**config.mk**
```make
export PLATFORM = sky130hd
export DESIGN_NAME = spi_master_flash_model_regs_core_flat
export DESIGN_NICKNAME = d
export VERILOG_FILES = /design/src/hdl/smfr_pkg.sv /design/src/hdl/smfr_req_if.sv /design/src/hdl/smfr_rsp_if.sv /design/src/hdl/spi_master_flash_model_regs_core.sv /design/src/flat_wrapper.sv
export SDC_FILE = /design/constraint.sdc
export NUM_CORES = 1
export LEC_CHECK = 0
export BUFFER_PORTS_ARGS = -buffer_cell sky130_fd_sc_hd__buf_2
export CORE_MARGIN = 2
export CORE_UTILIZATION = 60
export DETAILED_ROUTE_END_ITERATION = 12
export PLACE_DENSITY = 0.9
export SLEW_MARGIN = 5
export SYNTH_ARGS = -nofsm -noshare
export SYNTH_HDL_FRONTEND = slang
export SYNTH_SLANG_ARGS = --single-unit
export TNS_END_PERCENT = 1
```
**constraint.sdc**
```tcl
create_clock -name clk -period 3.9 [get_ports clk]
set_input_delay 0.195 -clock clk [delete_from_list [all_inputs] [get_ports clk]]
set_output_delay 0.195 -clock clk [all_outputs]
set_load 0.01 [all_outputs]
```
**src/hdl/smfr_pkg.sv**
```systemverilog
// Package for the SPI master register block with its flash stand-in.
// Holds sizes, register offsets, field codes and the flash address table.
// No dependencies; used by the interfaces and by the top level.
package smfr_pkg;

    // Depth of the receive byte FIFO and size of the simulated flash.
    localparam int RX_DEPTH    = 16;
    localparam int FLASH_BYTES = 256;

    localparam int RX_IDX_W  = (RX_DEPTH > 1) ? $clog2(RX_DEPTH) : 1;
    localparam int RX_CNT_W  = $clog2(RX_DEPTH + 1);
    localparam int FL_PTR_W  = (FLASH_BYTES > 1) ? $clog2(FLASH_BYTES) : 1;

    // Field widths of the bus access and of its result.
    localparam int OFS_W  = 12;
    localparam int SIZE_W = 4;
    localparam int DATA_W = 32;

    // Access directions.
    localparam logic FUNC_READ  = 1'b0;
    localparam logic FUNC_WRITE = 1'b1;

    // Register offsets.
    localparam logic [OFS_W-1:0] OFS_CTRL   = 12'h000;
    localparam logic [OFS_W-1:0] OFS_DIV    = 12'h004;
    localparam logic [OFS_W-1:0] OFS_TX     = 12'h008;
    localparam logic [OFS_W-1:0] OFS_RX     = 12'h00C;
    localparam logic [OFS_W-1:0] OFS_STATUS = 12'h010;
    localparam logic [OFS_W-1:0] OFS_IE     = 12'h014;
    localparam logic [OFS_W-1:0] OFS_IS     = 12'h018;
    localparam logic [OFS_W-1:0] OFS_CAP    = 12'h01C;
    localparam logic [OFS_W-1:0] OFS_LIMIT  = OFS_CAP;

    // Control register fields and reset value.
    localparam logic [DATA_W-1:0] CTRL_RESET   = 32'h0000_00F1;
    localparam logic [DATA_W-1:0] CS_MASK      = 32'h0000_00F0;
    localparam int                LOOPBACK_BIT = 3;

    // Flash read command byte.
    localparam logic [7:0] CMD_READ = 8'h03;

    // Busy countdown loaded by a transmit.
    localparam logic [1:0] BUSY_LOAD = 2'd2;

    // Capability word: version, chip select count, FIFO depths.
    localparam logic [DATA_W-1:0] CAP_VALUE =
        {8'h01, 8'h04, 8'(RX_DEPTH), 8'(RX_DEPTH)};

    // Flash address byte reduced to a flash pointer, built at elaboration.
    typedef logic [FL_PTR_W-1:0] addr_tab_t [256];

    function automatic addr_tab_t build_addr_tab();
        addr_tab_t t;
        for (int i = 0; i < 256; i++)
        begin
            t[i] = FL_PTR_W'(i % FLASH_BYTES);
        end
        return t;
    endfunction

    localparam addr_tab_t ADDR_TAB = build_addr_tab();

endpackage

```
**src/hdl/smfr_req_if.sv**
```systemverilog
// Request channel: one bus access per beat.
// Depends on smfr_pkg for field widths.
interface smfr_req_if;
    logic                          valid;
    logic                          ready;
    logic                          func;
    logic [smfr_pkg::OFS_W-1:0]    reg_offset;
    logic [smfr_pkg::SIZE_W-1:0]   access_bytes;
    logic [smfr_pkg::DATA_W-1:0]   write_data;

    modport source (output valid, output func, output reg_offset,
                    output access_bytes, output write_data, input ready);
    modport sink   (input valid, input func, input reg_offset,
                    input access_bytes, input write_data, output ready);
endinterface

```
**src/hdl/smfr_rsp_if.sv**
```systemverilog
// Response channel: one result per bus access.
// Depends on smfr_pkg for field widths.
interface smfr_rsp_if;
    logic                          valid;
    logic                          ready;
    logic [smfr_pkg::DATA_W-1:0]   read_data;
    logic                          bus_error;
    logic                          irq_level;

    modport source (output valid, output read_data, output bus_error,
                    output irq_level, input ready);
    modport sink   (input valid, input read_data, input bus_error,
                    input irq_level, output ready);
endinterface

```
**src/hdl/spi_master_flash_model_regs_core.sv**
```systemverilog
// SPI master register block with a simulated serial flash and RX byte FIFO.
// Depends on smfr_pkg, smfr_req_if and smfr_rsp_if.
//
//   Channel   Direction   Beat carries
//   req       in          func, reg_offset, access_bytes, write_data
//   rsp       out         read_data, bus_error, irq_level
//
// Each access passes through the request register and then waits in the
// response register until it is taken. One access is taken every cycle
// while the response side keeps up; the register state is updated in the
// cycle the access leaves the request register, ready for the next one.
// A stalled response holds the request register; a new beat is still taken
// while the request register is empty or draining into the response stage.
// Reset clears all control registers at once; the FIFO storage is not reset.
module spi_master_flash_model_regs_core
(
    input  logic           clk,
    input  logic           rst_n,
    smfr_req_if.sink       req,
    smfr_rsp_if.source     rsp
);

    // Flash read sequencer phases. The fourth encoding is never entered and
    // would behave like the data phase.
    typedef enum logic [1:0]
    {
        PH_IDLE = 2'd0,
        PH_CMD  = 2'd1,
        PH_DATA = 2'd2
    } phase_t;

    // Request register.
    logic                               s1_valid_reg;
    logic                               s1_func_reg;
    logic [smfr_pkg::OFS_W-1:0]         s1_ofs_reg;
    logic [smfr_pkg::SIZE_W-1:0]        s1_size_reg;
    logic [smfr_pkg::DATA_W-1:0]        s1_wdata_reg;

    // Architectural state.
    logic [smfr_pkg::DATA_W-1:0]        ctrl_reg,  ctrl_next;
    logic [smfr_pkg::DATA_W-1:0]        div_reg,   div_next;
    logic [1:0]                         ie_reg,    ie_next;
    logic [1:0]                         busy_reg,  busy_next;
    phase_t                             phase_reg, phase_next;
    logic [smfr_pkg::FL_PTR_W-1:0]      ptr_reg,   ptr_next;
    logic [smfr_pkg::RX_IDX_W-1:0]      head_reg,  head_next;
    logic [smfr_pkg::RX_CNT_W-1:0]      count_reg, count_next;
    logic [7:0]                         rx_store_reg [smfr_pkg::RX_DEPTH];

    // Response register.
    logic                               out_valid_reg;
    logic [smfr_pkg::DATA_W-1:0]        out_rdata_reg, out_rdata_next;
    logic                               out_err_reg,   out_err_next;
    logic                               out_irq_reg,   out_irq_next;

    // Handshake and datapath signals.
    logic                               req_fire;
    logic                               advance;
    logic                               fire;
    logic [smfr_pkg::DATA_W-1:0]        size_mask;
    logic [smfr_pkg::DATA_W-1:0]        wval;
    logic [smfr_pkg::DATA_W-1:0]        rval;
    logic [7:0]                         tx_byte;
    logic [7:0]                         rx_byte;
    logic                               push;
    logic [smfr_pkg::RX_CNT_W:0]        push_sum;
    logic [smfr_pkg::RX_IDX_W-1:0]      push_idx;

    // The response stage frees up when it is empty or being taken; the
    // request register may then hand its access over and take a new beat.
    assign advance   = !out_valid_reg || rsp.ready;
    assign fire      = s1_valid_reg && advance;
    assign req.ready = !s1_valid_reg || advance;
    assign req_fire  = req.valid && req.ready;

    assign rsp.valid     = out_valid_reg;
    assign rsp.read_data = out_rdata_reg;
    assign rsp.bus_error = out_err_reg;
    assign rsp.irq_level = out_irq_reg;

    // Byte lane mask from the access size; zero bytes mask everything off.
    always_comb
    begin
        case (s1_size_reg)
            4'd0:    size_mask = 32'h0000_0000;
            4'd1:    size_mask = 32'h0000_00FF;
            4'd2:    size_mask = 32'h0000_FFFF;
            4'd3:    size_mask = 32'h00FF_FFFF;
            default: size_mask = 32'hFFFF_FFFF;
        endcase
    end

    assign wval    = s1_wdata_reg & size_mask;
    assign tx_byte = wval[7:0];

    // The pushed byte lands at head plus count, wrapped once at most.
    assign push_sum = (smfr_pkg::RX_CNT_W + 1)'(head_reg)
                    + (smfr_pkg::RX_CNT_W + 1)'(count_reg);
    assign push_idx = (push_sum >= (smfr_pkg::RX_CNT_W + 1)'(smfr_pkg::RX_DEPTH))
                    ? smfr_pkg::RX_IDX_W'(push_sum
                        - (smfr_pkg::RX_CNT_W + 1)'(smfr_pkg::RX_DEPTH))
                    : smfr_pkg::RX_IDX_W'(push_sum);

    // One access: decode, update the state, form the result.
    always_comb
    begin
        ctrl_next      = ctrl_reg;
        div_next       = div_reg;
        ie_next        = ie_reg;
        busy_next      = busy_reg;
        phase_next     = phase_reg;
        ptr_next       = ptr_reg;
        head_next      = head_reg;
        count_next     = count_reg;
        rval           = '0;
        rx_byte        = '0;
        push           = 1'b0;
        out_err_next   = 1'b0;

        if (fire)
        begin
            if (s1_ofs_reg > smfr_pkg::OFS_LIMIT)
            begin
                out_err_next = 1'b1;
            end
            else if (s1_func_reg == smfr_pkg::FUNC_WRITE)
            begin
                case (s1_ofs_reg)
                    smfr_pkg::OFS_CTRL:
                    begin
                        ctrl_next = wval;
                        // Deselecting every chip select ends a flash read.
                        if (((wval & smfr_pkg::CS_MASK) == smfr_pkg::CS_MASK)
                            && ((ctrl_reg & smfr_pkg::CS_MASK) != smfr_pkg::CS_MASK))
                        begin
                            phase_next = PH_IDLE;
                        end
                    end
                    smfr_pkg::OFS_DIV:
                    begin
                        div_next = wval;
                    end
                    smfr_pkg::OFS_TX:
                    begin
                        if (ctrl_reg[smfr_pkg::LOOPBACK_BIT])
                        begin
                            rx_byte = tx_byte;
                        end
                        else
                        begin
                            case (phase_reg)
                                PH_IDLE:
                                begin
                                    if (tx_byte == smfr_pkg::CMD_READ)
                                    begin
                                        phase_next = PH_CMD;
                                    end
                                end
                                PH_CMD:
                                begin
                                    ptr_next   = smfr_pkg::ADDR_TAB[tx_byte];
                                    phase_next = PH_DATA;
                                end
                                default:
                                begin
                                    // The flash returns its own address.
                                    rx_byte = 8'(ptr_reg);
                                    if (ptr_reg == smfr_pkg::FL_PTR_W'(smfr_pkg::FLASH_BYTES - 1))
                                    begin
                                        ptr_next = '0;
                                    end
                                    else
                                    begin
                                        ptr_next = ptr_reg + 1'b1;
                                    end
                                end
                            endcase
                        end
                        // A full FIFO drops the byte.
                        if (count_reg < smfr_pkg::RX_CNT_W'(smfr_pkg::RX_DEPTH))
                        begin
                            push       = 1'b1;
                            count_next = count_reg + 1'b1;
                        end
                        busy_next = smfr_pkg::BUSY_LOAD;
                    end
                    smfr_pkg::OFS_IE:
                    begin
                        ie_next = wval[1:0];
                    end
                    default:
                    begin
                    end
                endcase
            end
            else
            begin
                case (s1_ofs_reg)
                    smfr_pkg::OFS_CTRL:
                    begin
                        rval = ctrl_reg;
                    end
                    smfr_pkg::OFS_DIV:
                    begin
                        rval = div_reg;
                    end
                    smfr_pkg::OFS_RX:
                    begin
                        if (count_reg != '0)
                        begin
                            rval       = {24'd0, rx_store_reg[head_reg]};
                            count_next = count_reg - 1'b1;
                            if (head_reg == smfr_pkg::RX_IDX_W'(smfr_pkg::RX_DEPTH - 1))
                            begin
                                head_next = '0;
                            end
                            else
                            begin
                                head_next = head_reg + 1'b1;
                            end
                        end
                    end
                    smfr_pkg::OFS_STATUS:
                    begin
                        rval[0] = busy_reg > 2'd1;
                        rval[1] = count_reg < smfr_pkg::RX_CNT_W'(smfr_pkg::RX_DEPTH);
                        rval[2] = count_reg != '0;
                        rval[3] = 1'b1;
                        rval[4] = count_reg >= smfr_pkg::RX_CNT_W'(smfr_pkg::RX_DEPTH);
                        // Reading the status ticks the busy countdown.
                        if (busy_reg != 2'd0)
                        begin
                            busy_next = busy_reg - 1'b1;
                        end
                    end
                    smfr_pkg::OFS_IE:
                    begin
                        rval = {30'd0, ie_reg};
                    end
                    smfr_pkg::OFS_IS:
                    begin
                        rval = {30'd0, 1'b1, count_reg != '0};
                    end
                    smfr_pkg::OFS_CAP:
                    begin
                        rval = smfr_pkg::CAP_VALUE;
                    end
                    default:
                    begin
                    end
                endcase
            end
        end

        out_rdata_next = rval & size_mask;
        out_irq_next   = ie_next[0] && (count_next != '0);
    end

    // Control state, sequencer and registered outputs.
    always_ff @(posedge clk or negedge rst_n)
    begin
        if (!rst_n)
        begin
            s1_valid_reg  <= 1'b0;
            out_valid_reg <= 1'b0;
            ctrl_reg      <= smfr_pkg::CTRL_RESET;
            div_reg       <= '0;
            ie_reg        <= '0;
            busy_reg      <= '0;
            phase_reg     <= PH_IDLE;
            ptr_reg       <= '0;
            head_reg      <= '0;
            count_reg     <= '0;
            out_err_reg   <= 1'b0;
            out_irq_reg   <= 1'b0;
        end
        else
        begin
            if (req_fire)
            begin
                s1_valid_reg <= 1'b1;
            end
            else if (advance)
            begin
                s1_valid_reg <= 1'b0;
            end

            if (fire)
            begin
                out_valid_reg <= 1'b1;
                out_err_reg   <= out_err_next;
                out_irq_reg   <= out_irq_next;
            end
            else if (rsp.ready)
            begin
                out_valid_reg <= 1'b0;
            end

            ctrl_reg  <= ctrl_next;
            div_reg   <= div_next;
            ie_reg    <= ie_next;
            busy_reg  <= busy_next;
            phase_reg <= phase_next;
            ptr_reg   <= ptr_next;
            head_reg  <= head_next;
            count_reg <= count_next;
        end
    end

    // Payload registers and FIFO storage; no reset needed.
    always_ff @(posedge clk)
    begin
        if (req_fire)
        begin
            s1_func_reg  <= req.func;
            s1_ofs_reg   <= req.reg_offset;
            s1_size_reg  <= req.access_bytes;
            s1_wdata_reg <= req.write_data;
        end
        if (fire)
        begin
            out_rdata_reg <= out_rdata_next;
        end
        if (push)
        begin
            rx_store_reg[push_idx] <= rx_byte;
        end
    end

`ifndef SYNTHESIS
    a_count_bound: assert property (@(posedge clk) disable iff (!rst_n)
        count_reg <= smfr_pkg::RX_CNT_W'(smfr_pkg::RX_DEPTH))
        else $error("RX FIFO count exceeds its depth");

    a_busy_bound: assert property (@(posedge clk) disable iff (!rst_n)
        busy_reg <= smfr_pkg::BUSY_LOAD)
        else $error("busy countdown above its load value");

    a_irq_tracks_state: assert property (@(posedge clk) disable iff (!rst_n)
        fire |=> (rsp.irq_level == (ie_reg[0] && (count_reg != '0))))
        else $error("IRQ level does not match state after the access");

    a_err_no_change: assert property (@(posedge clk) disable iff (!rst_n)
        (fire && (s1_ofs_reg > smfr_pkg::OFS_LIMIT))
        |=> ($stable(ctrl_reg) && $stable(count_reg) && $stable(phase_reg)
             && $stable(busy_reg)))
        else $error("bus error access changed register state");

    a_err_zero_data: assert property (@(posedge clk) disable iff (!rst_n)
        (rsp.valid && rsp.bus_error) |-> (rsp.read_data == '0))
        else $error("bus error beat carries read data");
`endif

endmodule

```
**src/flat_wrapper.sv**
```systemverilog
// flat-port wrapper written by rule: the top's interface ports become plain ports
module spi_master_flash_model_regs_core_flat 
  (clk, rst_n, req_valid, req_func, req_reg_offset, req_access_bytes, req_write_data, req_ready, rsp_valid, rsp_read_data, rsp_bus_error, rsp_irq_level, rsp_ready);
  smfr_req_if req_i ();
  smfr_rsp_if rsp_i ();
  input  logic clk;
  input  logic rst_n;
  input wire logic [$bits(req_i.valid)-1:0] req_valid;
  input wire logic [$bits(req_i.func)-1:0] req_func;
  input wire logic [$bits(req_i.reg_offset)-1:0] req_reg_offset;
  input wire logic [$bits(req_i.access_bytes)-1:0] req_access_bytes;
  input wire logic [$bits(req_i.write_data)-1:0] req_write_data;
  output wire logic [$bits(req_i.ready)-1:0] req_ready;
  output wire logic [$bits(rsp_i.valid)-1:0] rsp_valid;
  output wire logic [$bits(rsp_i.read_data)-1:0] rsp_read_data;
  output wire logic [$bits(rsp_i.bus_error)-1:0] rsp_bus_error;
  output wire logic [$bits(rsp_i.irq_level)-1:0] rsp_irq_level;
  input wire logic [$bits(rsp_i.ready)-1:0] rsp_ready;
  assign req_i.valid = req_valid;
  assign req_i.func = req_func;
  assign req_i.reg_offset = req_reg_offset;
  assign req_i.access_bytes = req_access_bytes;
  assign req_i.write_data = req_write_data;
  assign req_ready = req_i.ready;
  assign rsp_valid = rsp_i.valid;
  assign rsp_read_data = rsp_i.read_data;
  assign rsp_bus_error = rsp_i.bus_error;
  assign rsp_irq_level = rsp_i.irq_level;
  assign rsp_i.ready = rsp_ready;
  spi_master_flash_model_regs_core u_core (.clk(clk), .rst_n(rst_n), .req(req_i), .rsp(rsp_i));
endmodule
```
==> impl_metrics.csv <==
group,metric,value,unit
status,outcome,"finished, final reports clean",
power_and_ir_drop,switching_share,20.9,%
clock_network,post_cts_resized,0,
floorplan,die_x,148,um
synthesis,synthAdderAreaFrac,1.07,%
final_layout,area_growth,18.2,%
routing,wirelength,34.5,mm
power_and_ir_drop,vdd_drop_max,403,uV
global_routing,grtUsageTotal,32.4,%
floorplan,rows,52,
setup_path,cpPeakStageDelay,0.68,ns
timing,post-route-period-util,88.0,%
min_path,hp-class,"input port to async pin",
routing,antenna_left,0,
final_layout,fin_nets,1085,
synthesis,syn-mean-instance-area,14.1,um^2
global_routing,grt_start_max_net_pins,68,
final_layout,stdcell_count,1314,
routing,wire_per_inst,26.3,um
timing,slew_viol_final,0,
synthesis,synth-seq-cells,300,
floorplan,fp.coreArea,20200,um^2
global_routing,antenna_found_initial,0,
final_layout,drive_above_1_share,21.2,%
routing,num_vias,8958,
power_and_ir_drop,seqPwrFrac,52.5,%
routing,top_layer,"met4",
clock_network,cts.sinks,300,
timing,fin_skew,0.0455,ns
placed_design,dp.cells,1208,
setup_path,worstSetupEndpointType,"register",
power_and_ir_drop,power_switching,0.00139,W
routing,met2_length,16.1,mm
synthesis,synth_ff_type,"edfxtp_1",
global_routing,grt.overflow.total,0,
power_and_ir_drop,combPwrFrac,3.4,%
synthesis,muxShareOfSynthArea,7.54,%
routing,route.detailed.drc,0,
timing,timing.setup.tns,0,ns
routing,dr.pass1.iters,8,
routing,wl_met3,4.50,mm
routing,vias_per_cell,6.82,
setup_path,worstPathArrival,3.59,ns
setup_path,required,4.06,ns
placed_design,gp_congestion,0.950,
final_layout,diodes,0,
timing,maxSlewHeadroom,16.3,%
timing,fin_crit,3.43,ns
synthesis,synthSimpleGateAreaFrac,10.7,%
floorplan,pin_count,89,
synthesis,synthCells,876,
floorplan,die_h,148,um
clock_network,clockRootBuffer,"clkbuf_16",
timing,hold_viol_final,0,
synthesis,synth_compound_area_share,8.92,%
setup_path,rrSetupSlack,0.47,ns
setup_path,cp_common_cell,"nor2_1",
clock_network,clk_path_buf_depth,3,
routing,drt_iter0_markers,1808,
clock_network,cts.clk_slew.worst_paths,0.07,ns
floorplan,start_util,61.1,%
synthesis,synth_top_family_by_area,"simple AND/OR/NAND/NOR gates",
setup_path,critPathLaunchType,"register",
synthesis,syn_nets,939,
synthesis,synth_area,12400,um^2
setup_path,critPathMaxFanout,10,
timing,tightest_slew,1.26,ns
synthesis,synthXorXnorAreaFrac,0.496,%
setup_path,worst_r2r_path_depth,6,
setup_path,cpMaxStageDelayCell,"nor2_1",
global_routing,grt_pass1_vias,8707,
clock_network,tritoncts,"yes",
synthesis,yosys_warnings,0,
timing,fmax,292,MHz
synthesis,ys_types,66,
setup_path,worstSetupPathType,"register to register",
setup_path,crit_chain,"or4b_1 > nor4_2 > nand3_1 > nor2_1 > nand3b_1 > nor2_1",
placed_design,io_buffers,88,
synthesis,ys_async_sr_fraction,30.3,%
clock_network,post_cts_buffers,0,
flow_run,maxCapViolCount,0,
timing,setup_viol,0,
placed_design,dpl.hpwl,19.1,mm
power_and_ir_drop,powerDensity,456,nW/um^2
final_layout,largest_reg_flops,128,
global_routing,grt_pass1_wl,52.8,mm
routing,met1Wirelength,11.6,mm
clock_network,holdBufCountCts,53,
synthesis,synth_enable_flop_cells,209,
clock_network,clock_insertion_delay_worst_skew,0.57,ns
power_and_ir_drop,intPower,0.00527,W
timing,rsz0062_at_grt,"no",
clock_network,numCtsBuffers,29,
power_and_ir_drop,p_leak,5.00,nW
floorplan,die_area,21800,um^2
power_and_ir_drop,power.share.clock,44.1,%
clock_network,cts-htree-levels,1,
synthesis,ys_seq_area_share,69.2,%
power_and_ir_drop,power.total,0.00666,W
## per-stage QoR
step                      instance area (um^2)  hold WS [ns]  util (%)  setup WS (ns)
after floorplan                          12400        -0.101         -           1.15
after global placement                   13100         0.334      64.7          0.982
after detailed placement                 13100         0.340      64.7          0.763
after CTS                                14600         0.316      72.2          0.591
after global routing                     14600         0.344      72.2          0.351
final                                    14600         0.276      72.2          0.470
## final cells by class
cell class | count | area (um^2)
Clock buffer | 40 | 817
Clock inverter | 13 | 166
Fill cell | 1122 | 5620
Inverter | 8 | 30.0
Multi-Input combinational cell | 520 | 3560
Sequential cell | 300 | 8560
Tap cell | 270 | 338
Timing Repair Buffer | 163 | 1140
## cells in the mapped netlist, drive strengths merged, types with 4 or more instances
cell	instances	area share (%)
a21oi	23	0.93
nor3	10	0.40
nor2	65	2.0
or4	4	0.31
clkbuf	37	1.1
ha	9	0.91
mux4	40	7.3
xnor2	5	0.35
nand2	140	4.3
nand3	13	0.53
nand2b	10	0.51
nand4	5	0.25
inv	8	0.24
dfrtp	86	17
a22oi	25	1.5
dfstp	5	1.1
and3	4	0.20
or2	5	0.25
a31oi	6	0.30
a222oi	8	0.65
o211ai	4	0.24
nor4	7	0.53
and2	4	0.21
buf	11	0.64
a32oi	7	0.50
o31ai	4	0.24
edfxtp	209	51
o21ai	82	3.3
## power by group through the flow
stage	clock, W	combinational (W)	sequential, W
global route	0.00307	0.000241	0.00350
detailed placement	0	0.000169	0.00356
CTS	0.00290	0.000214	0.00349
floorplan	0	0.0000686	0.00356
finish	0.00294	0.000225	0.00350
global placement	0	0.000165	0.00356
## final timing paths
kind	end	start
max	u_core.rx_store_reg[6][4]$_DFFE_PP_	u_core.s1_ofs_reg[2]$_DFFE_PP_
min	u_core.div_reg[17]$_DFFE_PN0P_	rst_n
max reg2reg	u_core.rx_store_reg[6][4]$_DFFE_PP_	u_core.s1_ofs_reg[2]$_DFFE_PP_
min reg2reg	u_core.div_reg[10]$_DFFE_PN0P_	u_core.div_reg[10]$_DFFE_PN0P_
max in group asynchronous	u_core.head_reg[0]$_DFFE_PN0P_	rst_n
min in group clk	u_core.s1_wdata_reg[24]$_DFFE_PP_	req_write_data[24]
## kinds of logic after synthesis
logic type	after synthesis
flops	300
simple gates	286
compound gates	174
buf+inv	56
mux	43
fa+ha+maj	10
xor+xnor	7
## layer usage
layer	vias to the layer above	track usage, %
li1	3601	-
met1	4301	43.7
met2	852	50.8
met3	204	6.88
met4	0	16.1
met5	-	0
## placed cells by master (no fill, tap or decap), types with 7 or more instances in the layout
master,synthesis,final
mux4_2,40,40
nand3_1,13,13
o21ai_0,82,82
dlygate4sd3_1,0,53
nand2b_1,10,10
ha_1,9,9
a222oi_1,8,8
edfxtp_1,209,209
a32oi_1,7,7
buf_2,3,87
a21oi_1,23,23
a22oi_1,25,25
dfrtp_1,86,85
nor3_1,10,10
inv_1,7,7
buf_4,2,23
nand2_1,139,138
clkbuf_16,0,29
nor2_1,65,65
## critical path, delay by kind of cell (launching register included)
kind / cells / cell delay [ns]
AND/OR/NAND/NOR: 6 / 2.49
flip-flops: 1 / 0.53
No activity file was read; power rests on OpenSTA's default activity.
